[src/hdl/linear_probe_hash_table_defines.svh]
// Assertion macros for the hash table top module.
`ifndef LINEAR_PROBE_HASH_TABLE_DEFINES_SVH
`define LINEAR_PROBE_HASH_TABLE_DEFINES_SVH

// The consequent must hold in the same cycle as the antecedent.
`define LPHT_ASSERT_NOW(label, ante, cons, msg) \
	label: assert property (@(posedge clk) disable iff (!arst_n) (ante) |-> (cons)) \
		else $error(msg);

// The consequent must hold in the cycle after the antecedent.
`define LPHT_ASSERT_NEXT(label, ante, cons, msg) \
	label: assert property (@(posedge clk) disable iff (!arst_n) (ante) |=> (cons)) \
		else $error(msg);

`endif

[src/hdl/lpht_pkg.sv]
package lpht_pkg;

	// Default number of slots in the table.
	localparam int TABLE_SIZE_DEF = 8;

	// Key width and the widths of the result fields.
	localparam int KEY_W = 32;
	localparam int KIND_W = 2;
	localparam int STATUS_W = 3;
	localparam int OUT_IDX_W = 3;

	// Request kinds.
	typedef enum logic [KIND_W-1:0] {
		K_INSERT = 2'd0,
		K_DELETE = 2'd1,
		K_SEARCH = 2'd2,
		K_NOP = 2'd3
	} kind_t;

	// Result status codes.
	typedef enum logic [STATUS_W-1:0] {
		S_INSERTED = 3'd0,
		S_FULL = 3'd1,
		S_DELETED = 3'd2,
		S_NOT_FOUND = 3'd3,
		S_FOUND = 3'd4
	} status_t;

	// Sequencer states.
	typedef enum logic [2:0] {
		ST_CLEAR,
		ST_IDLE,
		ST_HOME,
		ST_PROBE,
		ST_RESULT
	} state_t;

	// One table entry: occupied flag and stored key.
	typedef struct packed {
		logic valid;
		logic [KEY_W-1:0] key;
	} entry_t;

	// Status of the home slot unit.
	typedef struct packed {
		logic busy;
		logic done;
	} mod_sts_t;

endpackage

[src/hdl/lpht_mod.sv]
module lpht_mod #(
	parameter int TABLE_SIZE = lpht_pkg::TABLE_SIZE_DEF,
	parameter int IDX_W = $clog2(TABLE_SIZE)
) (
	input logic clk,
	input logic arst_n,
	input logic start,
	input logic [lpht_pkg::KEY_W-1:0] key,
	output lpht_pkg::mod_sts_t sts,
	output logic [IDX_W-1:0] home
);
	import lpht_pkg::*;

	localparam bit IS_POW2 = (TABLE_SIZE & (TABLE_SIZE - 1)) == 0;
	// Scaled reciprocal of the table size; the quotient is exact for every key.
	localparam int SHIFT = KEY_W + IDX_W;
	localparam int HALF_W = 17;
	localparam int PROD_W = KEY_W + HALF_W;
	localparam int ACC_W = KEY_W + 2 * HALF_W;
	localparam logic [63:0] RECIP = ((64'd1 << SHIFT) / 64'(TABLE_SIZE)) + 64'd1;
	localparam logic [HALF_W-1:0] RECIP_LO = HALF_W'(RECIP);
	localparam logic [HALF_W-1:0] RECIP_HI = HALF_W'(RECIP >> HALF_W);
	localparam logic [HALF_W-1:0] SIZE_C = HALF_W'(TABLE_SIZE);

	// Steps of the shared multiplier.
	localparam logic [1:0] STEP_LO = 2'd0;
	localparam logic [1:0] STEP_HI = 2'd1;
	localparam logic [1:0] STEP_REM = 2'd2;

	logic busy_q;
	logic done_q;
	logic [1:0] step_q;
	logic [KEY_W-1:0] key_q;
	logic [ACC_W-1:0] acc_q;
	logic [IDX_W-1:0] rem_q;
	logic [KEY_W-1:0] quot;
	logic [KEY_W-1:0] mul_a;
	logic [HALF_W-1:0] mul_b;
	logic [PROD_W-1:0] prod;
	logic [IDX_W-1:0] diff;

	// One multiplier serves both reciprocal halves and the quotient times the size.
	always_comb begin
		quot = KEY_W'(acc_q >> SHIFT);
		mul_a = key_q;
		mul_b = RECIP_LO;
		unique case (step_q)
			STEP_LO: mul_b = RECIP_LO;
			STEP_HI: mul_b = RECIP_HI;
			default: begin
				mul_a = quot;
				mul_b = SIZE_C;
			end
		endcase
		prod = PROD_W'(mul_a) * PROD_W'(mul_b);
		diff = key_q[IDX_W-1:0] - prod[IDX_W-1:0];
	end

	// Control of the three multiply steps, which a power-of-two table size skips.
	always_ff @(posedge clk or negedge arst_n) begin
		if (!arst_n) begin
			busy_q <= 1'b0;
			done_q <= 1'b0;
			step_q <= STEP_LO;
		end else begin
			done_q <= 1'b0;
			if (start) begin
				busy_q <= !IS_POW2;
				done_q <= IS_POW2;
				step_q <= STEP_LO;
			end else if (busy_q) begin
				step_q <= step_q + 1'b1;
				if (step_q == STEP_REM) begin
					busy_q <= 1'b0;
					done_q <= 1'b1;
				end
			end
		end
	end

	// Key hold, product accumulation and remainder.
	always_ff @(posedge clk) begin
		if (start) begin
			key_q <= key;
			rem_q <= IS_POW2 ? key[IDX_W-1:0] : '0;
		end else if (busy_q) begin
			unique case (step_q)
				STEP_LO: acc_q <= ACC_W'(prod);
				STEP_HI: acc_q <= acc_q + {prod, {HALF_W{1'b0}}};
				default: rem_q <= diff;
			endcase
		end
	end

	assign sts.busy = busy_q;
	assign sts.done = done_q;
	assign home = rem_q;

endmodule

[src/hdl/linear_probe_hash_table.sv]
// Channel  Dir  Handshake          Payload
// s_*      in   s_tvalid/s_tready  tdata: key[31:0]; tuser: kind[1:0]
// m_*      out  m_tvalid/m_tready  tdata: slot[2:0], probe_distance[5:3]; tuser: status[2:0]
//
// After reset the table is swept empty, one slot per cycle, with s_tready low.
// A request first finds its home slot and then probes from it; when TABLE_SIZE is not a power
// of two, the home slot comes from reciprocal multiplication on one shared multiplier.
// The probe loop reads one slot per cycle from the single-port key memory; a hit ends it early.
// Kind 3 skips the home slot and the probe loop. A new request is taken while an earlier result
// waits in the output register; a stalled result only holds the sequencer in its final state.
`include "linear_probe_hash_table_defines.svh"

module linear_probe_hash_table #(
	parameter int TABLE_SIZE = lpht_pkg::TABLE_SIZE_DEF
) (
	input logic clk,
	input logic arst_n,
	input logic s_tvalid,
	output logic s_tready,
	input logic [31:0] s_tdata, // key[31:0]
	input logic [1:0] s_tuser, // kind[1:0]
	output logic m_tvalid,
	input logic m_tready,
	output logic [7:0] m_tdata, // slot[2:0], probe_distance[5:3], zero[7:6]
	output logic [2:0] m_tuser // status[2:0]
);
	import lpht_pkg::*;

	localparam int IDX_W = $clog2(TABLE_SIZE);
	localparam int CNT_W = $clog2(TABLE_SIZE + 1);
	localparam logic [IDX_W-1:0] LAST_IDX = IDX_W'(TABLE_SIZE - 1);
	localparam logic [CNT_W-1:0] SIZE_CNT = CNT_W'(TABLE_SIZE);

	state_t state_q, state_d;

	// Sequencer registers.
	logic [IDX_W-1:0] probe_q, probe_d;
	logic [CNT_W-1:0] iss_q, iss_d;
	logic pend_q, pend_d;
	logic m_tvalid_q;

	// Request and result holds.
	kind_t kind_q;
	logic [KEY_W-1:0] key_q;
	logic [IDX_W-1:0] chk_slot_q;
	logic [IDX_W-1:0] chk_dist_q;
	status_t res_status_q, res_status_d;
	logic [OUT_IDX_W-1:0] res_slot_q, res_slot_d;
	logic [OUT_IDX_W-1:0] res_dist_q, res_dist_d;
	logic res_load;
	logic [7:0] m_tdata_q;
	logic [STATUS_W-1:0] m_tuser_q;

	// Key memory.
	entry_t mem [TABLE_SIZE];
	entry_t rd_q;
	logic mem_we;
	logic mem_re;
	logic [IDX_W-1:0] mem_wa;
	entry_t mem_wd;

	logic accept;
	logic mod_start;
	mod_sts_t mod_sts;
	logic [IDX_W-1:0] home;
	logic hit;
	logic last;
	logic issue;
	logic out_load;

	assign accept = s_tvalid && s_tready;
	assign mod_start = accept && (kind_t'(s_tuser) != K_NOP);

	lpht_mod #(
		.TABLE_SIZE(TABLE_SIZE),
		.IDX_W(IDX_W)
	) u_mod (
		.clk(clk),
		.arst_n(arst_n),
		.start(mod_start),
		.key(s_tdata),
		.sts(mod_sts),
		.home(home)
	);

	// Probe compare on the entry read in the previous cycle.
	always_comb begin
		if (kind_q == K_INSERT) begin
			hit = pend_q && !rd_q.valid;
		end else begin
			hit = pend_q && rd_q.valid && (rd_q.key == key_q);
		end
		last = pend_q && (chk_dist_q == LAST_IDX);
	end

	// Next state, memory control and result selection.
	always_comb begin
		state_d = state_q;
		probe_d = probe_q;
		iss_d = iss_q;
		pend_d = 1'b0;
		issue = 1'b0;
		mem_we = 1'b0;
		mem_re = 1'b0;
		mem_wa = probe_q;
		mem_wd = '0;
		res_load = 1'b0;
		res_status_d = S_NOT_FOUND;
		res_slot_d = '0;
		res_dist_d = '0;
		out_load = 1'b0;
		unique case (state_q)
			ST_CLEAR: begin
				mem_we = 1'b1;
				if (probe_q == LAST_IDX) begin
					probe_d = '0;
					state_d = ST_IDLE;
				end else begin
					probe_d = probe_q + 1'b1;
				end
			end
			ST_IDLE: begin
				if (accept) begin
					if (kind_t'(s_tuser) == K_NOP) begin
						res_load = 1'b1;
						state_d = ST_RESULT;
					end else begin
						state_d = ST_HOME;
					end
				end
			end
			ST_HOME: begin
				if (mod_sts.done) begin
					probe_d = home;
					iss_d = '0;
					state_d = ST_PROBE;
				end
			end
			ST_PROBE: begin
				if (hit || last) begin
					res_load = 1'b1;
					state_d = ST_RESULT;
					if (hit) begin
						mem_we = (kind_q != K_SEARCH);
						mem_wa = chk_slot_q;
						mem_wd.valid = (kind_q == K_INSERT);
						mem_wd.key = key_q;
						res_slot_d = OUT_IDX_W'(chk_slot_q);
						res_dist_d = OUT_IDX_W'(chk_dist_q);
						unique case (kind_q)
							K_INSERT: res_status_d = S_INSERTED;
							K_DELETE: res_status_d = S_DELETED;
							default: res_status_d = S_FOUND;
						endcase
					end else begin
						res_status_d = (kind_q == K_INSERT) ? S_FULL : S_NOT_FOUND;
					end
				end else if (iss_q < SIZE_CNT) begin
					issue = 1'b1;
					mem_re = 1'b1;
					pend_d = 1'b1;
					iss_d = iss_q + 1'b1;
					probe_d = (probe_q == LAST_IDX) ? '0 : probe_q + 1'b1;
				end
			end
			ST_RESULT: begin
				if (!m_tvalid_q || m_tready) begin
					out_load = 1'b1;
					state_d = ST_IDLE;
				end
			end
			default: begin
				state_d = ST_IDLE;
			end
		endcase
	end

	// Control registers.
	always_ff @(posedge clk or negedge arst_n) begin
		if (!arst_n) begin
			state_q <= ST_CLEAR;
			probe_q <= '0;
			iss_q <= '0;
			pend_q <= 1'b0;
			m_tvalid_q <= 1'b0;
		end else begin
			state_q <= state_d;
			probe_q <= probe_d;
			iss_q <= iss_d;
			pend_q <= pend_d;
			if (out_load) begin
				m_tvalid_q <= 1'b1;
			end else if (m_tready) begin
				m_tvalid_q <= 1'b0;
			end
		end
	end

	// Request, probe and result payload.
	always_ff @(posedge clk) begin
		if (accept) begin
			kind_q <= kind_t'(s_tuser);
			key_q <= s_tdata;
		end
		if (issue) begin
			chk_slot_q <= probe_q;
			chk_dist_q <= iss_q[IDX_W-1:0];
		end
		if (res_load) begin
			res_status_q <= res_status_d;
			res_slot_q <= res_slot_d;
			res_dist_q <= res_dist_d;
		end
		if (out_load) begin
			m_tdata_q <= {2'b00, res_dist_q, res_slot_q};
			m_tuser_q <= res_status_q;
		end
	end

	// Single-port key memory with registered read.
	always_ff @(posedge clk) begin
		if (mem_we) begin
			mem[mem_wa] <= mem_wd;
		end
		if (mem_re) begin
			rd_q <= mem[probe_q];
		end
	end

	assign s_tready = (state_q == ST_IDLE);
	assign m_tvalid = m_tvalid_q;
	assign m_tdata = m_tdata_q;
	assign m_tuser = m_tuser_q;

	`LPHT_ASSERT_NOW(a_busy_in_home, mod_sts.busy, state_q == ST_HOME, "modulo unit busy outside home phase")
	`LPHT_ASSERT_NOW(a_we_phase, mem_we, state_q == ST_CLEAR || state_q == ST_PROBE, "memory write outside clear or probe")
	`LPHT_ASSERT_NEXT(a_req_start, mod_start, state_q == ST_HOME, "request did not enter home phase")
	`LPHT_ASSERT_NOW(a_out_from_result, $rose(m_tvalid), $past(state_q) == ST_RESULT, "result shown without result phase")

endmodule
[config.mk]
export PLATFORM = sky130hd
export DESIGN_NAME = linear_probe_hash_table
export DESIGN_NICKNAME = d
export VERILOG_FILES = /design/src/hdl/lpht_pkg.sv /design/src/hdl/lpht_mod.sv /design/src/hdl/linear_probe_hash_table.sv
export VERILOG_INCLUDE_DIRS = /design/src /design/src/hdl
export SDC_FILE = /design/constraint.sdc
export NUM_CORES = 1
export LEC_CHECK = 0
export ABC_AREA = 1
export BUFFER_PORTS_ARGS = -buffer_cell sky130_fd_sc_hd__buf_2
export CAP_MARGIN = 15
export CORE_ASPECT_RATIO = 2
export CORE_UTILIZATION = 25
export DETAILED_ROUTE_END_ITERATION = 8
export PLACE_DENSITY_LB_ADDON = 0.05
export SETUP_SLACK_MARGIN = 0.3
export SYNTH_ARGS = -nofsm -noshare
export SYNTH_HDL_FRONTEND = slang
export SYNTH_HIERARCHICAL = 1
export SYNTH_SLANG_ARGS = --single-unit
export TNS_END_PERCENT = 50
[constraint.sdc]
create_clock -name clk -period 6 [get_ports clk]
set_clock_uncertainty 0.1 [all_clocks]
set_input_delay 0.9 -clock clk [delete_from_list [all_inputs] [get_ports clk]]
set_output_delay 0.9 -clock clk [all_outputs]
set_load 0.02 [all_outputs]
==> results.cfg, run 1 <==
[global_routing]
overflow = 0
grt_max_degree = 75
grt_pass1_wl_mm = 165
antenna_found_initial = 7
track_usage_pct = 21.1
grt_pass1_vias = 24600

[place]
port_buffers = 48
gp_congestion = 0.931
place_ws_ps = -1360
place_area_sq_um = 32300
dp_cells = 5029
dp_hpwl_mm = 89.1

[clocking]
cts_tree = built
clock_sinks = 455
clockBufferDepth = 3
cts_buffers = 48
worstSkewPairLatency_ps = 640
cts_root_buf = clkbuf_16
clk_pin_slew_ps = 70
htreeDepth = 2

[sta]
rsz0062_at_grt = true
worstMarginPinSlew_ps = 1000
finalSetupViolCount = 0
period_share_pct = 97.7
hold_viol_final = 0
holdWs_ps = 110
final.min_clock_period_ps = 5860
setup_slack_ps = 139
drv_slew = 0
fmax_mhz = 171
max_slew_margin_pct = 33.1

[final_layout]
regArea_sq_um = 13600
drive_gt1_share_pct = 26.8
multi_input_area_sq_um = 13700
fin_nets = 3956
layout_commonest_cell = nand2_1
nFillCells = 11200
instances_no_fill = 5152
syn2layout_area_growth_pct = 34.5
stdcell_area_sq_um = 36600
final_cell_mix = nand2_1, inv_1, nor2_1

[setup_path]
cp_max_fo = 10
worst_ep_required_time_ps = 6300
worst-r2r-cell-count = 31
crit_path_start_kind = register
rr_startpoint = u_mod/step_q[0]$_DFFE_PN0P_
crit_start = u_mod/step_q[0]$_DFFE_PN0P_
reg2reg_slack_ps = 140
path_class = register to register
path_buf_inv = 7
r2r-end = u_mod/acc_q[63]$_SDFFCE_PP0P_
arrival_ps = 6170
crit_path_top_delay_cell = fa_1
slowest_delay_ps = 480
worstSetupEndpointType = register
crit_family = adder cells

[routing]
detail-route-antenna-nets = 0
via_per_inst = 4.55
post_drt_wl_per_cell_um = 22.6
dr.pass1.iters = 5
drt-initial-drc-count = 1299
vias = 23400
drc = 0
drt_wl_total_mm = 116

[synth]
netlist_instances = 3259
yosys_warnings = 6
syn_area_sq_um = 27200
syn_avg_cell_area_sq_um = 8.34

[power]
power_uw = 10800
peakVddDrop_mv = 0.204
power_leakage_uw = 0.0162
comb_power_share_pct = 30.7
p_int_uw = 6950
power_frac_seq_pct = 40.3
clkPwrFrac_pct = 29.0
power.density_nw_per_um2 = 297
swShare_pct = 35.9
p_sw_uw = 3890

[floorplanning]
die_w_um = 235
core.rowCount = 170
initial_core_util_pct = 25.3
io_pins = 51
core_area_sq_um = 108000
die-area_sq_um = 110000
chipHeight_um = 468

[flow_run]
cap_viol_max_count = 0

[hold_path]
hold_path.class = input port to async pin

[status]
run_status = finished, final reports clean
==> routing by layer <==
layer	global-route usage [%]	vias up	share of wire, %
met1	18.5	11300	32
met4	14.1	2	7.6
met5	0	-	0.012
met2	44.3	383	58
met3	1.82	241	2.1
li1	-	11500	-
==> layout make-up <==
| class | count | area share [%] |
|---|---|---|
| multi-input cells | 2215 | 37.5 |
| flip-flops and latches | 455 | 37.2 |
| repair buffers | 508 | 11.0 |
| inverters | 509 | 5.24 |
| well taps | 1376 | 4.71 |
| clock buffers | 58 | 3.47 |
| clock inverters | 29 | 0.886 |
| diodes | 2 | 0.0137 |
==> power by group through the flow <==
stage	sequential [uW]	clock [uW]	combinational, uW
after floorplan	4350	0	1880
after global placement	4420	0	3220
after detailed placement	4440	0	3230
after CTS	4380	3270	3360
after global routing	4420	3340	3700
final	4370	3150	3330
==> sequential cells by signal, indices dropped and copies added, names as in the netlist, 4 cells and up <==
name	count
mem	264
u_mod/acc_q	49
rd_q	33
key_q	32
u_mod/key_q	32
m_tdata	6
iss_q	4
==> through the flow <==
step	util (%)	setup TNS (ps)
floorplan	-	0
global placement	30.0	-24530
detailed placement	30.0	-24720
CTS	33.1	0
global route	34.0	-222
finish	34.0	0
==> how the worst max path moves through the flow <==
stage	to	slack [ps]	cells after the start
4_1_cts	u_mod/acc_q[64]$_SDFFCE_PP0P_	130	38
5_1_grt	u_mod/acc_q[64]$_SDFFCE_PP0P_	-90	38
3_3_place_gp	u_mod/acc_q[63]$_SDFFCE_PP0P_	-1320	35
2_1_floorplan	u_mod/acc_q[17]$_DFFE_PP_	630	8
6_report	u_mod/acc_q[63]$_SDFFCE_PP0P_	140	31
3_5_place_dp	u_mod/acc_q[63]$_SDFFCE_PP0P_	-1360	35
==> repair_timing <==
| action | in CTS | in global routing |
|---|---|---|
| endpoints found under the setup margin | 35 | 34 |
| pin swaps | 31 | 55 |
| buffers inserted | 26 | 6 |
| gates cloned | 2 | 0 |
| resized for setup | 315 | 190 |
| hold buffers | 0 | 0 |
Power figures use the tool's default switching activity.
==> inputs of run 2 (changes only) <==
CORE_UTILIZATION = 40   (was 25)
==> results.cfg, run 2 (synthesized netlist as in run 1, its figures left out) <==
[setup_path]
worst_ep_required_time_ps = 6300
crit_path_frequent_cell = nand2_1
slowest_delay_ps = 440
reg2reg_slack_ps = 310
rr_startpoint = u_mod/step_q[1]$_DFFE_PN0P_
arrival_ps = 5990
path_buf_inv = 8
worst-r2r-cell-count = 35
crit_path_top_delay_cell = fa_1
cp_num_cells = 35
path_class = register to register
cp_max_fo = 9
worstSetupEndpointType = register
r2r-end = u_mod/acc_q[65]$_SDFFCE_PP0P_
crit_path_start_kind = register
crit_family = simple AND/OR/NAND/NOR gates

[global_routing]
overflow = 0
grt_pass1_wl_mm = 151
grt_pass1_vias = 24800
track_usage_pct = 30.1
grt_max_degree = 74
antenna_found_initial = 6

[final_layout]
final_cell_mix = nand2_1, inv_1, nor2_1
syn2layout_area_growth_pct = 31.1
nFillCells = 6179
fin_nets = 3928
antenna_cells = 0
regArea_sq_um = 13600
layout_commonest_cell = nand2_1
multi_input_area_sq_um = 13900
largest_reg_flops = 264
largestRegisters = mem x264, u_mod/acc_q x49, rd_q x33
drive_gt1_share_pct = 27.2
top_register = mem
stdcell_area_sq_um = 35600

[routing]
via_per_inst = 5.16
drt-initial-drc-count = 1257
drt_wl_total_mm = 104
dr.pass1.iters = 5
post_drt_wl_per_cell_um = 22.5
drc = 0
vias = 23900
detail-route-antenna-nets = 0

[clocking]
clk_pin_slew_ps = 70
clock_sinks = 455
cts_buffers = 45
cts_tree = built
htreeDepth = 2
ctsHoldBuffers = 0
cts_root_buf = clkbuf_16
clockBufferDepth = 3
worstSkewPairLatency_ps = 640

[place]
port_buffers = 48
place_area_sq_um = 31300
dp_hpwl_mm = 77.4
place_ws_ps = -913
gp_congestion = 1.04

[sta]
fmax_mhz = 176
finalSetupViolCount = 0
final.min_clock_period_ps = 5690
drv_slew = 0
worstMarginPinSlew_ps = 987
hold_viol_final = 0
rsz0062_at_grt = true
max_slew_margin_pct = 34.2
setup_slack_ps = 309
period_share_pct = 94.8

[flow_run]
cap_viol_max_count = 0

[hold_path]
hold_path.class = input port to async pin

[floorplanning]
io_pins = 51
die_w_um = 186
initial_core_util_pct = 40.6
core.rowCount = 134
chipHeight_um = 371
core_area_sq_um = 66900
die-area_sq_um = 69100

[status]
run_status = finished, final reports clean

[power]
peakVddDrop_mv = 0.288
power_leakage_uw = 0.0161
power.density_nw_per_um2 = 294
==> run 2: what timing repair did <==
| action | CTS | global route |
|---|---|---|
| buffers inserted | 17 | 22 |
| cloned | 1 | 0 |
| gates resized for setup | 271 | 309 |
| pin swaps | 33 | 105 |
| endpoints found under the hold margin | 0 | 0 |
| setup endpoints to repair | 32 | 36 |
==> run 2: final cells by class <==
| type | count | share of cell area, % |
|---|---|---|
| Multi-Input combinational cell | 2215 | 39.0 |
| Sequential cell | 455 | 38.1 |
| Timing Repair Buffer | 482 | 10.3 |
| Inverter | 509 | 5.40 |
| Clock buffer | 56 | 3.30 |
| Tap cell | 884 | 3.10 |
| Clock inverter | 24 | 0.744 |
| Timing Repair inverter | 1 | 0.0211 |
==> run 2: power by group <==
part	switching (uW)	total (uW)	internal, uW
logic	2160	3190	1030
clock network	1310	2890	1580
registers	249	4390	4150
==> run 2: per-stage QoR <==
| stage | std cells | hold WS [ps] | utilization [%] | setup TNS, ps | power (uW) |
|---|---|---|---|---|---|
| 3_5_place_dp | 4506 | 308 | 46.8 | -15620 | 7450 |
| 4_1_cts | 4604 | 107 | 51.0 | 0 | 10500 |
| 2_1_floorplan | 3260 | 300 | - | 0 | 6230 |
| 3_3_place_gp | 4506 | 310 | 46.8 | -12730 | 7390 |
| 5_1_grt | 4626 | 137 | 53.3 | 0 | 11000 |
| 6_report | 4626 | 123 | 53.3 | 0 | 10500 |
==> run 2: worst max-delay path by stage <==
stage	endpoint	slack, ps	startpoint
final	u_mod/acc_q[65]$_SDFFCE_PP0P_	310	u_mod/step_q[1]$_DFFE_PN0P_
after global routing	u_mod/acc_q[65]$_SDFFCE_PP0P_	90	u_mod/step_q[1]$_DFFE_PN0P_
after CTS	u_mod/acc_q[63]$_SDFFCE_PP0P_	290	u_mod/step_q[0]$_DFFE_PN0P_
after detailed placement	u_mod/acc_q[47]$_DFFE_PP_	-910	u_mod/step_q[1]$_DFFE_PN0P_
after global placement	u_mod/acc_q[47]$_DFFE_PP_	-860	u_mod/step_q[1]$_DFFE_PN0P_
after floorplan	u_mod/acc_q[17]$_DFFE_PP_	630	state_q[2]$_DFFE_PN0P_
==> run 2: per-layer routing <==
layer  global-route usage, %  vias to the layer above  wire (um)
met5                       0                        -         27
met4                    28.6                        4      11200
met3                    3.73                      385       3770
met2                    57.9                      667      56600
met1                    26.5                    11400      32500
li1                        -                    11400          -
==> inputs of run 3 (changes only) <==
GPL_TIMING_DRIVEN = 0   (was not set)
SKIP_LAST_GASP = 1   (was not set)
==> results.cfg, run 3 (synthesized netlist as in run 1, its figures left out) <==
[routing]
drt-initial-drc-count = 1050
detail-route-antenna-nets = 0
dr.pass1.iters = 6
drt_wl_total_mm = 107
drc = 0
post_drt_wl_per_cell_um = 24.5
via_per_inst = 5.20
vias = 22800

[sta]
setup_slack_ps = 216
final.min_clock_period_ps = 5780
fmax_mhz = 173
rsz0062_at_grt = true
holdWs_ps = 155
drv_slew = 0
period_share_pct = 96.4
hold_viol_final = 0
worstMarginPinSlew_ps = 1010
finalSetupViolCount = 0
max_slew_margin_pct = 32.3

[setup_path]
slowest_delay_ps = 590
crit_family = adder cells
crit_path_start_kind = register
cp_max_fo = 6
crit_path_top_delay_cell = fa_2
worstSetupEndpointType = register
reg2reg_slack_ps = 220
path_class = register to register
path_buf_inv = 8
crit_path_frequent_cell = ha_4
worst_ep_required_time_ps = 6260
arrival_ps = 6040

[final_layout]
nFillCells = 6235
largestRegisters = mem x264, u_mod/acc_q x49, rd_q x33
drive_gt1_share_pct = 24.0
top_register = mem
final_cell_mix = nand2_1, inv_1, edfxtp_1
largest_reg_flops = 264
regArea_sq_um = 13600
layout_commonest_cell = nand2_1
fin_nets = 3677
multi_input_area_sq_um = 14900
syn2layout_area_growth_pct = 28.3

[global_routing]
grt.busiest_layer = met2
met3_usage_pct = 3.39
overflow = 0
grt_max_degree = 29
track_usage_pct = 30.8
grt_pass1_wl_mm = 151
antenna_found_initial = 5
met1_usage_pct = 25.2
grt_pass1_vias = 23400
use_met2_pct = 62.5

[power]
power_leakage_uw = 0.0150
peakVddDrop_mv = 0.371
power.density_nw_per_um2 = 309
power_uw = 10800

[floorplanning]
die_w_um = 186
initial_core_util_pct = 40.6
core_area_sq_um = 66900
chipHeight_um = 371
core.rowCount = 134
die-area_sq_um = 69100
io_pins = 51

[clocking]
cts_buffers = 45
clock_sinks = 455
htreeDepth = 2
clockBufferDepth = 3
ctsHoldBuffers = 0
worstSkewPairLatency_ps = 610
cts_tree = built
cts_root_buf = clkbuf_16
clk_pin_slew_ps = 60

[hold_path]
hold_path.class = input port to async pin

[place]
gp_congestion = 0.996
port_buffers = 48
dp_hpwl_mm = 84.4
place_ws_ps = -2030

[status]
run_status = finished, final reports clean

[flow_run]
cap_viol_max_count = 0
## run 3: repair_timing
item                                   4_1_cts  5_1_grt
endpoints found under the hold margin        0        0
gates resized for setup                    513      325
gates cloned                                 0        3
setup endpoints to repair                   45       32
setup buffers                               42       43
pin swaps                                   80      187
## run 3: worst paths after layout
check,start,to,cells after the start
min,arst_n,pend_q$_DFF_PN0_,1
max,u_mod/step_q[0]$_DFFE_PN0P_,u_mod/acc_q[58]$_SDFFCE_PP0P_,32
max reg2reg,u_mod/step_q[0]$_DFFE_PN0P_,u_mod/acc_q[58]$_SDFFCE_PP0P_,32
min in group clk,res_dist_q[2]$_SDFFCE_PN0P_,m_tdata[5]$_DFFE_PP_,0
max in group asynchronous,arst_n,u_mod/busy_q$_DFF_PN0_,1
min reg2reg,res_dist_q[2]$_SDFFCE_PN0P_,m_tdata[5]$_DFFE_PP_,0
## run 3: final cells by class
type / count / area share, %
Sequential cell: 455 / 39.0
Buffer: 81 / 1.46
Clock buffer: 59 / 3.38
Timing Repair Buffer: 150 / 3.86
Clock inverter: 24 / 0.858
Antenna cell: 1 / 0.00718
Multi-Input combinational cell: 2215 / 42.7
Tap cell: 884 / 3.17
Timing Repair inverter: 1 / 0.0179
Inverter: 509 / 5.56
## run 3: power by group
part | total (uW) | switching (uW) | internal (uW)
clock network | 2940 | 1320 | 1620
logic | 3510 | 2460 | 1040
registers | 4320 | 179 | 4140
total | 10800 | 3960 | 6800
## run 3: layer usage
layer,wire (um),vias up
li1,-,10900
met5,0,-
met1,31800,10900
met4,11900,0
met2,60400,559
met3,2980,344
## run 3: through the flow
stage / utilization (%) / std cells / cell area (sq um) / TNS [ps]
after floorplan: - / 3260 / 27200 / 0
after global placement: 42.7 / 4192 / 28500 / -147570
after detailed placement: 43.3 / 4207 / 28900 / -49080
after CTS: 49.4 / 4332 / 33100 / 0
after global routing: 52.1 / 4378 / 34900 / 0
final: 52.1 / 4379 / 34900 / 0
